--- src/rtl/assert_macros.svh ---
// Assertion helpers shared by the RTL; bodies vanish under synthesis.
`ifndef ASSERT_MACROS_SVH
`define ASSERT_MACROS_SVH

`ifndef SYNTHESIS
// Property must hold at every edge outside reset.
`define GTS_ASSERT(lbl, clk, rstn, prop) \
  lbl: assert property (@(posedge clk) disable iff (!(rstn)) (prop)) \
    else $error("gts assertion failed");
// Property must never hold outside reset.
`define GTS_ASSERT_NEVER(lbl, clk, rstn, prop) \
  lbl: assert property (@(posedge clk) disable iff (!(rstn)) !(prop)) \
    else $error("gts forbidden condition seen");
`else
`define GTS_ASSERT(lbl, clk, rstn, prop)
`define GTS_ASSERT_NEVER(lbl, clk, rstn, prop)
`endif

`endif

--- src/rtl/gts_pkg.sv ---
package gts_pkg;

  localparam int unsigned CoordW  = 12;
  localparam int unsigned CountW  = 4;
  localparam int unsigned StepSqW = 2 * CoordW + 1;
  localparam int unsigned PointsW = 10;
  localparam int unsigned AddrW   = 5;
  localparam int unsigned DataW   = 32;

  localparam logic [CountW-1:0]  CountMax  = '1;
  localparam logic [PointsW-1:0] PointsMax = '1;

  typedef enum logic [1:0] {
    PH_IDLE    = 2'd0,
    PH_ARM     = 2'd1,
    PH_COLLECT = 2'd2
  } phase_e;

  typedef enum logic [2:0] {
    REG_ARM_FRAMES     = 3'd0,
    REG_RELEASE_FRAMES = 3'd1,
    REG_MIN_STEP_SQ    = 3'd2,
    REG_MAX_STEP_SQ    = 3'd3,
    REG_MIN_POINTS     = 3'd4,
    REG_TAIL_TRIM      = 3'd5
  } reg_idx_e;

  localparam logic [CountW-1:0]  RstArmFrames     = 4'd3;
  localparam logic [CountW-1:0]  RstReleaseFrames = 4'd3;
  localparam logic [StepSqW-1:0] RstMinStepSq     = 25'd16;
  localparam logic [StepSqW-1:0] RstMaxStepSq     = 25'd10000;
  localparam logic [PointsW-1:0] RstMinPoints     = 10'd10;
  localparam logic [CountW-1:0]  RstTailTrim      = 4'd5;

  typedef struct packed {
    logic [CountW-1:0]  arm_frames;
    logic [CountW-1:0]  release_frames;
    logic [StepSqW-1:0] min_step_sq;
    logic [StepSqW-1:0] max_step_sq;
    logic [PointsW-1:0] min_points;
    logic [CountW-1:0]  tail_trim;
  } cfg_t;

  typedef struct packed {
    logic              hand_closed;
    logic [CoordW-1:0] point_x;
    logic [CoordW-1:0] point_y;
  } item_t;

  typedef struct packed {
    logic              append_point;
    logic [CoordW-1:0] kept_x;
    logic [CoordW-1:0] kept_y;
    logic              clear_sequence;
    logic              gesture_ready;
    logic [CountW-1:0] trim_count;
    logic [1:0]        phase;
  } res_t;

endpackage

--- src/rtl/gts_cfg_regs.sv ---
module gts_cfg_regs import gts_pkg::*; (
  input  logic             clk_i,
  input  logic             rst_ni,
  input  logic             psel,
  input  logic             penable,
  input  logic             pwrite,
  input  logic [AddrW-1:0] paddr,
  input  logic [DataW-1:0] pwdata,
  output logic [DataW-1:0] prdata,
  output logic             pready,
  output cfg_t             cfg_o
);

  cfg_t     cfg_q, cfg_d;
  reg_idx_e idx;
  logic     wr_en;

  assign pready = 1'b1;
  assign wr_en  = psel & penable & pwrite;
  assign idx    = reg_idx_e'(paddr[AddrW-1:2]);

  // Decode the write beat into the addressed register.
  always_comb begin
    cfg_d = cfg_q;
    if (wr_en) begin
      unique case (idx)
        REG_ARM_FRAMES:     cfg_d.arm_frames     = pwdata[CountW-1:0];
        REG_RELEASE_FRAMES: cfg_d.release_frames = pwdata[CountW-1:0];
        REG_MIN_STEP_SQ:    cfg_d.min_step_sq    = pwdata[StepSqW-1:0];
        REG_MAX_STEP_SQ:    cfg_d.max_step_sq    = pwdata[StepSqW-1:0];
        REG_MIN_POINTS:     cfg_d.min_points     = pwdata[PointsW-1:0];
        REG_TAIL_TRIM:      cfg_d.tail_trim      = pwdata[CountW-1:0];
        default: ;
      endcase
    end
  end

  // Return the addressed register, zero outside the map.
  always_comb begin
    prdata = '0;
    unique case (idx)
      REG_ARM_FRAMES:     prdata[CountW-1:0]  = cfg_q.arm_frames;
      REG_RELEASE_FRAMES: prdata[CountW-1:0]  = cfg_q.release_frames;
      REG_MIN_STEP_SQ:    prdata[StepSqW-1:0] = cfg_q.min_step_sq;
      REG_MAX_STEP_SQ:    prdata[StepSqW-1:0] = cfg_q.max_step_sq;
      REG_MIN_POINTS:     prdata[PointsW-1:0] = cfg_q.min_points;
      REG_TAIL_TRIM:      prdata[CountW-1:0]  = cfg_q.tail_trim;
      default: ;
    endcase
  end

  always_ff @(posedge clk_i or negedge rst_ni) begin
    if (!rst_ni) begin
      cfg_q.arm_frames     <= RstArmFrames;
      cfg_q.release_frames <= RstReleaseFrames;
      cfg_q.min_step_sq    <= RstMinStepSq;
      cfg_q.max_step_sq    <= RstMaxStepSq;
      cfg_q.min_points     <= RstMinPoints;
      cfg_q.tail_trim      <= RstTailTrim;
    end else begin
      cfg_q <= cfg_d;
    end
  end

  assign cfg_o = cfg_q;

endmodule

--- src/rtl/gts_core.sv ---
`include "assert_macros.svh"

module gts_core import gts_pkg::*; (
  input  logic  clk_i,
  input  logic  rst_ni,
  input  logic  fire_i,
  input  item_t item_i,
  input  cfg_t  cfg_i,
  output res_t  res_o
);

  phase_e              phase_q, phase_d;
  logic [CountW-1:0]   arm_cnt_q, arm_cnt_d;
  logic [CountW-1:0]   open_cnt_q, open_cnt_d;
  logic [PointsW-1:0]  kept_q, kept_d;
  logic [CoordW-1:0]   last_x_q, last_x_d;
  logic [CoordW-1:0]   last_y_q, last_y_d;

  logic [CoordW-1:0]   dx, dy;
  logic [2*CoordW-1:0] dx_sq, dy_sq;
  logic [StepSqW-1:0]  dist_sq;
  logic                in_bounds;
  logic [CountW-1:0]   arm_inc, open_inc;

  // Squared step from the last kept point; widths hold the worst case exactly.
  assign dx = (item_i.point_x >= last_x_q) ? item_i.point_x - last_x_q
                                            : last_x_q - item_i.point_x;
  assign dy = (item_i.point_y >= last_y_q) ? item_i.point_y - last_y_q
                                            : last_y_q - item_i.point_y;
  assign dx_sq   = {{CoordW{1'b0}}, dx} * {{CoordW{1'b0}}, dx};
  assign dy_sq   = {{CoordW{1'b0}}, dy} * {{CoordW{1'b0}}, dy};
  assign dist_sq = {1'b0, dx_sq} + {1'b0, dy_sq};
  assign in_bounds = (dist_sq >= cfg_i.min_step_sq) && (dist_sq <= cfg_i.max_step_sq);

  // Saturating counter increments.
  assign arm_inc  = (arm_cnt_q  == CountMax) ? CountMax : arm_cnt_q + 1'b1;
  assign open_inc = (open_cnt_q == CountMax) ? CountMax : open_cnt_q + 1'b1;

  // Phase sequencer: next state and the beat's result.
  always_comb begin
    phase_d    = phase_q;
    arm_cnt_d  = arm_cnt_q;
    open_cnt_d = open_cnt_q;
    kept_d     = kept_q;
    last_x_d   = last_x_q;
    last_y_d   = last_y_q;
    res_o      = '0;

    unique case (phase_q)
      PH_ARM: begin
        if (item_i.hand_closed) begin
          arm_cnt_d = arm_inc;
          if (arm_inc >= cfg_i.arm_frames) begin
            phase_d   = PH_COLLECT;
            arm_cnt_d = '0;
            last_x_d  = item_i.point_x;
            last_y_d  = item_i.point_y;
          end
        end
      end
      PH_COLLECT: begin
        if (item_i.hand_closed) begin
          if (in_bounds) begin
            res_o.append_point = 1'b1;
            res_o.kept_x       = item_i.point_x;
            res_o.kept_y       = item_i.point_y;
            last_x_d           = item_i.point_x;
            last_y_d           = item_i.point_y;
            kept_d = (kept_q == PointsMax) ? PointsMax : kept_q + 1'b1;
          end
          open_cnt_d = '0;
        end else begin
          open_cnt_d = open_inc;
          if (open_inc >= cfg_i.release_frames) begin
            phase_d = PH_IDLE;
            if (kept_q >= cfg_i.min_points) begin
              res_o.gesture_ready = 1'b1;
              res_o.trim_count    = cfg_i.tail_trim;
            end
          end
        end
      end
      default: begin
        // Idle, and the unused code treated as idle.
        if (item_i.hand_closed) begin
          phase_d              = PH_ARM;
          res_o.clear_sequence = 1'b1;
          kept_d               = '0;
          open_cnt_d           = '0;
        end else begin
          phase_d = PH_IDLE;
        end
        arm_cnt_d = '0;
      end
    endcase

    res_o.phase = phase_d;
  end

  // Advance state only on an accepted beat.
  always_ff @(posedge clk_i or negedge rst_ni) begin
    if (!rst_ni) begin
      phase_q    <= PH_IDLE;
      arm_cnt_q  <= '0;
      open_cnt_q <= '0;
      kept_q     <= '0;
      last_x_q   <= '0;
      last_y_q   <= '0;
    end else if (fire_i) begin
      phase_q    <= phase_d;
      arm_cnt_q  <= arm_cnt_d;
      open_cnt_q <= open_cnt_d;
      kept_q     <= kept_d;
      last_x_q   <= last_x_d;
      last_y_q   <= last_y_d;
    end
  end

  `GTS_ASSERT(a_clear_enters_arm, clk_i, rst_ni,
              fire_i && res_o.clear_sequence |=> phase_q == PH_ARM && kept_q == '0)
  `GTS_ASSERT(a_ready_ends_collect, clk_i, rst_ni,
              fire_i && res_o.gesture_ready |-> phase_q == PH_COLLECT && phase_d == PH_IDLE)
  `GTS_ASSERT(a_append_moves_last, clk_i, rst_ni,
              fire_i && res_o.append_point |=> last_x_q == $past(item_i.point_x)
              && last_y_q == $past(item_i.point_y))
  `GTS_ASSERT_NEVER(a_append_outside_collect, clk_i, rst_ni,
                    res_o.append_point && phase_q != PH_COLLECT)

endmodule

--- src/rtl/gesture_trajectory_segmenter_top.sv ---
// Channel | Handshake                   | Beat contents
// --------+-----------------------------+-------------------------------------
// in      | in_valid_i / in_ready_o     | hand_closed, point_x, point_y
// out     | out_valid_o / out_ready_i   | append_point .. phase
// cfg     | psel, penable, pwrite       | paddr, pwdata, prdata (pready high)
//
// One frame per cycle while the output is not stalled; a result is offered once
// its frame has passed the input register, sequencer and output register.
// Reset (rst_ni low, asynchronous) empties both registers, returns the phase
// to idle and loads the register defaults.
// A stalled output holds its result; the input register takes one more frame,
// then in_ready_o drops until the output moves.
module gesture_trajectory_segmenter_top import gts_pkg::*; (
  input  logic              clk_i,
  input  logic              rst_ni,
  input  logic              in_valid_i,
  output logic              in_ready_o,
  input  logic              hand_closed_i,
  input  logic [CoordW-1:0] point_x_i,
  input  logic [CoordW-1:0] point_y_i,
  output logic              out_valid_o,
  input  logic              out_ready_i,
  output logic              append_point_o,
  output logic [CoordW-1:0] kept_x_o,
  output logic [CoordW-1:0] kept_y_o,
  output logic              clear_sequence_o,
  output logic              gesture_ready_o,
  output logic [CountW-1:0] trim_count_o,
  output logic [1:0]        phase_o,
  input  logic              psel,
  input  logic              penable,
  input  logic              pwrite,
  input  logic [AddrW-1:0]  paddr,
  input  logic [DataW-1:0]  pwdata,
  output logic [DataW-1:0]  prdata,
  output logic              pready
);

  cfg_t  cfg;
  item_t item_q;
  logic  in_vld_q;
  res_t  res_d, res_q;
  logic  out_vld_q;
  logic  advance;

  gts_cfg_regs u_cfg (
    .clk_i   (clk_i),
    .rst_ni  (rst_ni),
    .psel    (psel),
    .penable (penable),
    .pwrite  (pwrite),
    .paddr   (paddr),
    .pwdata  (pwdata),
    .prdata  (prdata),
    .pready  (pready),
    .cfg_o   (cfg)
  );

  // Move a frame through the sequencer when the output slot is free.
  assign advance    = in_vld_q && (!out_vld_q || out_ready_i);
  assign in_ready_o = !in_vld_q || advance;

  // Input register.
  always_ff @(posedge clk_i or negedge rst_ni) begin
    if (!rst_ni) begin
      in_vld_q <= 1'b0;
    end else if (in_ready_o) begin
      in_vld_q <= in_valid_i;
    end
  end

  always_ff @(posedge clk_i) begin
    if (in_ready_o && in_valid_i) begin
      item_q.hand_closed <= hand_closed_i;
      item_q.point_x     <= point_x_i;
      item_q.point_y     <= point_y_i;
    end
  end

  gts_core u_core (
    .clk_i  (clk_i),
    .rst_ni (rst_ni),
    .fire_i (advance),
    .item_i (item_q),
    .cfg_i  (cfg),
    .res_o  (res_d)
  );

  // Output register.
  always_ff @(posedge clk_i or negedge rst_ni) begin
    if (!rst_ni) begin
      out_vld_q <= 1'b0;
    end else if (advance) begin
      out_vld_q <= 1'b1;
    end else if (out_ready_i) begin
      out_vld_q <= 1'b0;
    end
  end

  always_ff @(posedge clk_i) begin
    if (advance) begin
      res_q <= res_d;
    end
  end

  assign out_valid_o      = out_vld_q;
  assign append_point_o   = res_q.append_point;
  assign kept_x_o         = res_q.kept_x;
  assign kept_y_o         = res_q.kept_y;
  assign clear_sequence_o = res_q.clear_sequence;
  assign gesture_ready_o  = res_q.gesture_ready;
  assign trim_count_o     = res_q.trim_count;
  assign phase_o          = res_q.phase;

endmodule

--- config.mk ---
export PLATFORM = sky130hd
export DESIGN_NAME = gesture_trajectory_segmenter_top
export DESIGN_NICKNAME = d
export VERILOG_FILES = /design/src/rtl/gts_pkg.sv /design/src/rtl/gts_cfg_regs.sv /design/src/rtl/gts_core.sv /design/src/rtl/gesture_trajectory_segmenter_top.sv
export VERILOG_INCLUDE_DIRS = /design/src /design/src/rtl
export SDC_FILE = /design/constraint.sdc
export NUM_CORES = 1
export LEC_CHECK = 0
export BUFFER_PORTS_ARGS = -buffer_cell sky130_fd_sc_hd__buf_2
export CAP_MARGIN = 20
export CORE_MARGIN = 1.5
export CORE_UTILIZATION = 50
export CTS_CLUSTER_SIZE = 40
export DETAILED_ROUTE_END_ITERATION = 8
export GPL_TIMING_DRIVEN = 1
export HOLD_SLACK_MARGIN = 0.15
export PLACE_DENSITY = 0.74
export SETUP_SLACK_MARGIN = 0.4
export SKIP_CTS_REPAIR_TIMING = 1
export SLEW_MARGIN = 40
export SYNTH_ARGS = -nofsm -noshare
export SYNTH_HDL_FRONTEND = slang
export SYNTH_SLANG_ARGS = --single-unit
--- constraint.sdc ---
create_clock -name clk_i -period 12.08 [get_ports clk_i]
set_input_delay 0 -clock clk_i [delete_from_list [all_inputs] [get_ports clk_i]]
set_output_delay 0 -clock clk_i [all_outputs]
set_load 0.1 [all_outputs]
After elaboration in Yosys (flattened, before gate mapping)
Index checks and enable logic that the tools add are counted.
- bitwise operators: 6
- divide/modulo/power cells: 0
- multipliers: 2
- magnitude comparators: 7
- eq/ne operators: 14
- muxes and demuxes: 39
- add/subtract/negate cells: 8
- reductions and logical operators: 26
- shifts and indexed selects: 0
- operators with widths (kind ; count):
    2-to-1 mux 12 bit ; 10
    multiplier 12 x 12 -> 24 bit ; 2
    case mux 12 bit (2 select lines) ; 2
    subtractor 12 bit ; 4
    2-to-1 mux 10 bit ; 4
    case mux 15 bit (2 select lines) ; 1
    adder 24 x 24 -> 25 bit ; 1
    >= comparator 25 bit ; 1
    <= comparator 25 bit ; 1
    2-to-1 mux 25 bit ; 1
    >= comparator 12 bit ; 2
    2-to-1 mux 4 bit ; 6
    case mux 4 bit (6 select lines) ; 1
    case mux 10 bit (2 select lines) ; 1
    case mux 6 bit (3 select lines) ; 1
    case mux 4 bit (2 select lines) ; 2
    AND reduction 2 bit ; 7
    adder 10 x 1 -> 10 bit (second input constant) ; 1
    equality test 10 bit (second input constant) ; 1
    >= comparator 10 bit ; 1
    AND reduction 3 bit ; 3
    adder 4 x 1 -> 4 bit (second input constant) ; 2
    equality test 4 bit (second input constant) ; 2
    >= comparator 4 bit ; 2
    other kinds (23) ; 43
- memories: 0
- bits in latches: 0
- register bits: 176
- memory bits (writable): 0
- ROM bits: 0
- word-level logic and storage cells: 126

Logic depth before layout (Yosys ltp)
- depth after elaboration: 9
- depth in mapped cells: 46
- mapped depth without buffers: 44

Cells and area by module
A second synthesis with hierarchy kept.
- cells, all modules: 1940
- area, all modules: 19331.0 µm²
- modules (own cells, without submodules) (module ; instances ; cells an instance ; area each (µm²)):
    gts_core ; 1 ; 1632 ; 14091.0
    gts_cfg_regs ; 1 ; 242 ; 3394.5
    gesture_trajectory_segmenter_top ; 1 ; 66 ; 1845.5

Worst setup path before layout
OpenSTA, ideal clock, no wires.
- kind: reg2reg
- start point: register item_q[12] (netlist name)
- end point: register u_core.last_x_q[10]
- setup time: 0.079 ns
- data required time: 12.001 ns
- stages on the path, launching flop included: 42
- path buffers: 3
- slack: 1.623 ns
- data arrival time: 10.378 ns
- period minus slack after synthesis: 10.457 ns
- path through: edfxtp_1 > inv_1 > ha_1 > inv_1 > fa_1 > nand3_1 > a311o_1 > o2111ai_2 > and2_4 > buf_4 > nor2_1 > a32oi_1 > xnor2_1 > clkbuf_1 > nor2_1 > fa_1 > inv_1 > fa_1 > [6 not listed] > fa_1 > inv_1 > ha_1 > a2111oi_0 > a21oi_1 > a221o_1 > a211oi_2 > nor3_1 > or3b_1 > ha_1 > and4_1 > nand2_1 > mux2_2 > a31o_2 > a21oi_1 > nand4b_1 > buf_2 > mux2i_1
- word-level cells in the longest chain between the ends: 8
- elaborated cells between the ends (all ways): 11
- classes of those cells: 3 x add/sub; 1 x mul; 3 x order compare; 1 x eq/ne; 1 x mux; 2 x reduce/logical
- RTL lines (what ; line ; source):
    start, declared ; gesture_trajectory_segmenter_top.sv:40 ; item_t item_q;
    subtractor 12 bit, or another cell as far along ; gts_core.sv:27 ; : last_x_q - item_i.point_x;
    2-to-1 mux 12 bit (*) ; gts_core.sv:26 ; assign dx = (item_i.point_x >= last_x_q) ? item_i.point_x - last_x_q
    multiplier 12 x 12 -> 24 bit (*) ; gts_core.sv:30 ; assign dx_sq = {{CoordW{1'b0}}, dx} * {{CoordW{1'b0}}, dx};
    adder 24 x 24 -> 25 bit (*) ; gts_core.sv:32 ; assign dist_sq = {1'b0, dx_sq} + {1'b0, dy_sq};
    >= comparator 25 bit / <= comparator 25 bit (equally long branches) ; gts_core.sv:33 ; assign in_bounds = (dist_sq >= cfg_i.min_step_sq) && (dist_sq <= cfg_i.max_step_sq);
    logical AND 1 bit (*) ; gts_core.sv:33 ;
    != test 2 x 1 -> 1 bit (no line) (*) ; - ;
    AND reduction 6 bit (no line) (*) ; - ;
    end signal, assigned ; gts_core.sv:114 ; last_x_q <= last_x_d;
    end, declared ; gts_core.sv:16 ; logic [CoordW-1:0] last_x_q, last_x_d;
Mark *: on every way between the ends. The rest lies on a longest branch, timed or not.
A chain may end at the register's enable or synchronous reset.

Worst setup path in the final report
- start point: register item_q[0] (netlist name)
- end point: register u_core.last_x_q[1]
- word-level cells in the longest chain between the ends: 8
- elaborated cells between the ends (all ways): 11
- classes of those cells: 3 x add/sub; 1 x mul; 3 x order compare; 1 x eq/ne; 1 x mux; 2 x reduce/logical
- RTL lines (what ; line ; source):
    subtractor 12 bit, or another cell as far along ; gts_core.sv:29 ; : last_y_q - item_i.point_y;
    2-to-1 mux 12 bit (*) ; gts_core.sv:28 ; assign dy = (item_i.point_y >= last_y_q) ? item_i.point_y - last_y_q
    multiplier 12 x 12 -> 24 bit (*) ; gts_core.sv:31 ; assign dy_sq = {{CoordW{1'b0}}, dy} * {{CoordW{1'b0}}, dy};
    adder 24 x 24 -> 25 bit (*) ; gts_core.sv:32 ;
    >= comparator 25 bit / <= comparator 25 bit (equally long branches) ; gts_core.sv:33 ;
    logical AND 1 bit (*) ; gts_core.sv:33 ;
    != test 2 x 1 -> 1 bit (no line) (*) ; - ;
    AND reduction 6 bit (no line) (*) ; - ;
Marked as above.

==> summary by stage <==
Route
In the final routed layout, each cell accounts on average for 17.3 µm. The first-iteration detailed-routing DRC count is 855. Detailed routing inserted a total of 14,733 vias. The count of nets left with antenna violations once routing finished came out at 0. The routed design has 46,800 µm of wire.

The iteration count of the initial detailed-routing pass is 6. The residual DRC count is 0. In the routed layout, each cell is associated on average with a via count of 5.44.

Timing
Setup repair after global routing left no endpoint under its margin. The count of final hold-check violations was 0. The final period demand of the worst path is 11.32 ns. The final period utilization is 0.937. For the final routed database, the setup TNS stands at 0 ns. The relative max-transition margin is 0.461. Setup violations remaining at the end of the flow were counted as 0. The slew of the pin with the lowest slew margin is 0.803 ns.

The highest clock frequency the design can meet is 0.0883 GHz. The largest clock skew in the final design is 0.0135 ns. The number of max-slew violations in the final report is 0.

Logic synthesis
Ranked by total cell area, the synthesized netlist is headed by fa_1 21%, ha_1 15%, dfrtp_1 14%. The fraction of registers with async set/reset is 0.670. The post-synthesis area per instance is 9.61 µm². After synthesis, the netlist uses 82 different library cells. The flip-flop cell with the highest count after synthesis is dfrtp_1. The number of flip-flops and latches in the synthesized netlist is 176. The share of synthesized area in the top cell type comes to 0.214.

Yosys printed 0 warnings. The sequential share of the synthesized area is 0.245. The post-synthesis instance area is 0.0192 mm². The synthesized design spends more area on one cell type than any other, namely fa_1. In the synthesized netlist, the cells that appear most often are 378 x inv_1, 224 x ha_1, 206 x fa_1. The number of enable-type register cells in the synthesized netlist is 58.

The dominant cell by count in the synthesized netlist is inv_1. After technology mapping, the gate count stands at 2,002.

Worst setup path
Of all nets on the critical path, the largest fanout is 12. The worst setup path is of the reg -> reg kind. The cell repeated most along the worst path is fa_1. The critical path capture point type is a flop. STA puts the critical path data required time at 12.42 ns.

The critical path launch point type is a flop. The highest cell delay on the worst timing path is 0.55 ns. The setup check on the worst reg-to-reg path leaves a slack of 0.76 ns. In this design, the largest share of critical-path delay is due to adder cells.

The cell at the slowest stage of the critical path is fa_1. Together, buffers and inverters on the worst path number 8. The worst endpoint data arrival time is 11.66 ns.

Clocking
The CTS tree is yes. The clock reaches the later pin of the worst-skew pair after 0.47 ns. The clock buffer count from CTS is 17. The total number of clock tree sinks is 176.

The clock passes through at most 2 buffers. The clock tree root driver cell is clkbuf_16. The number of H-tree branching levels is 4. The clock transition time at the flip-flop clock pins of the worst setup and hold paths is 0.07 ns.

Floorplan
The height of the die is 199 µm. The floorplan row count is 71. 137 I/O pins were placed. The effective utilization at floorplan is 0.509. Measured along the x axis, the die boundary spans 199 µm. The die covers 0.0397 mm².

In this run the standard cell core region covers 0.0378 mm².

Final layout
The growth of design area from synthesis to finish is 14.0%. Summing all flip-flop and latch instances after layout gives 0.00471 mm². In the final layout, the multi-input gates occupy 0.0129 mm². The final-layout fill cell count is 3,249. 0 antenna diodes ended up in the layout.

The number of nets at the end of the flow is 2,685. In the final layout, the share of cells above drive strength 1 is 0.144.

Placement
The HPWL after detailed placement is 36,700 µm. The congestion estimate from routability-driven global placement came to 0.925. The count of input and output buffers is 119.

Min path
The worst hold-check path type is in -> async.

Global routing
The total routing usage reported by global routing is 0.242. The via count of the first global-routing pass was 14,883. The remaining global-route overflow is 0. The maximum number of pins on one net before global-route repair is 70. The number of antenna violations at the first check in global routing is 1. The first-pass GRT wire length is 75,000 µm.

Run status
The run finished with clean final reports.

Flow run
The number of max-cap violations is 0.
-- per-stage QoR --
step / util / hold slack (ns) / worst slack [ns] / instances / instance area [µm²]
global route: 0.581 / 0.182 / 0.372 / 2710 / 21900
CTS: 0.557 / -0.426 / 0.491 / 2637 / 21000
floorplan: - / -0.296 / 1.62 / 2008 / 19300
finish: 0.581 / 0.135 / 0.758 / 2710 / 21900
detailed placement: 0.542 / 0.0756 / 0.565 / 2605 / 20500
global placement: 0.542 / 0.176 / 0.552 / 2605 / 20400
-- registers in the layout (all words and copies together) (netlist names), 2 cells and up --
name / count
u_cfg.cfg_o: 72
u_core.open_cnt_q: 4
u_core.last_y_q: 12
kept_x_o: 12
kept_y_o: 12
u_core.arm_cnt_q: 4
u_core.phase_q: 2
u_core.kept_q: 10
u_core.last_x_q: 12
item_q: 25
phase_o: 2
trim_count_o: 4
-- area by class of cell --
type	count	area share
repair buffers	226	0.0739
inverters	385	0.0660
clock inverters	14	0.00599
well taps	511	0.0292
flip-flops and latches	176	0.215
multi-input cells	1380	0.590
clock buffers	18	0.0196
-- cell families (layout without fill, tap and decap cells) --
kind of cell             after synthesis  count (layout)  share of synthesized area
AND/OR/NAND/NOR                      481             482                      0.118
buffers and inverters                453             643                     0.0929
adder cells (fa/ha/maj)              430             430                      0.360
AO/OA/AOI/OAI                        330             330                      0.113
flip-flops                           176             176                      0.245
multiplexers                          83              83                     0.0465
XOR/XNOR                              47              47                     0.0237
other                                  2               8                   0.000390
-- layer usage --
metal / global-route usage / part of all wire / vias to the layer above
li1: - / - / 6904
met2: 0.405 / 0.49 / 387
met5: 0 / 0.00026 / -
met4: 0.0696 / 0.020 / 2
met1: 0.328 / 0.44 / 7378
met3: 0.0349 / 0.048 / 62
-- cell usage in the layout (no fill, tap or decap), types with 55 or more instances in the layout --
cell / n
inv_1: 377
edfxtp_1: 58
dlygate4sd3_1: 61
nor2_1: 153
fa_1: 206
dfrtp_1: 104
o21ai_0: 108
buf_2: 117
ha_1: 220
nand2_1: 120
a21oi_1: 60
mux2i_1: 55
-- final timing paths --
kind                       startpoint                 end  cells after the start
setup reg to reg            item_q[0]  u_core.last_x_q[1]                     41
hold reg to reg              in_vld_q         out_valid_o                      1
setup / recovery            item_q[0]  u_core.last_x_q[1]                     41
max in group asynchronous      rst_ni     u_cfg.cfg_o[26]                      3
min in group clk_i           paddr[4]     u_cfg.cfg_o[66]                      3
hold / removal                 rst_ni   u_core.phase_q[0]                      2
Power is left out: the tool's default activity adds up to more than one toggle a clock period on the data nets, which glitch-free logic cannot reach.
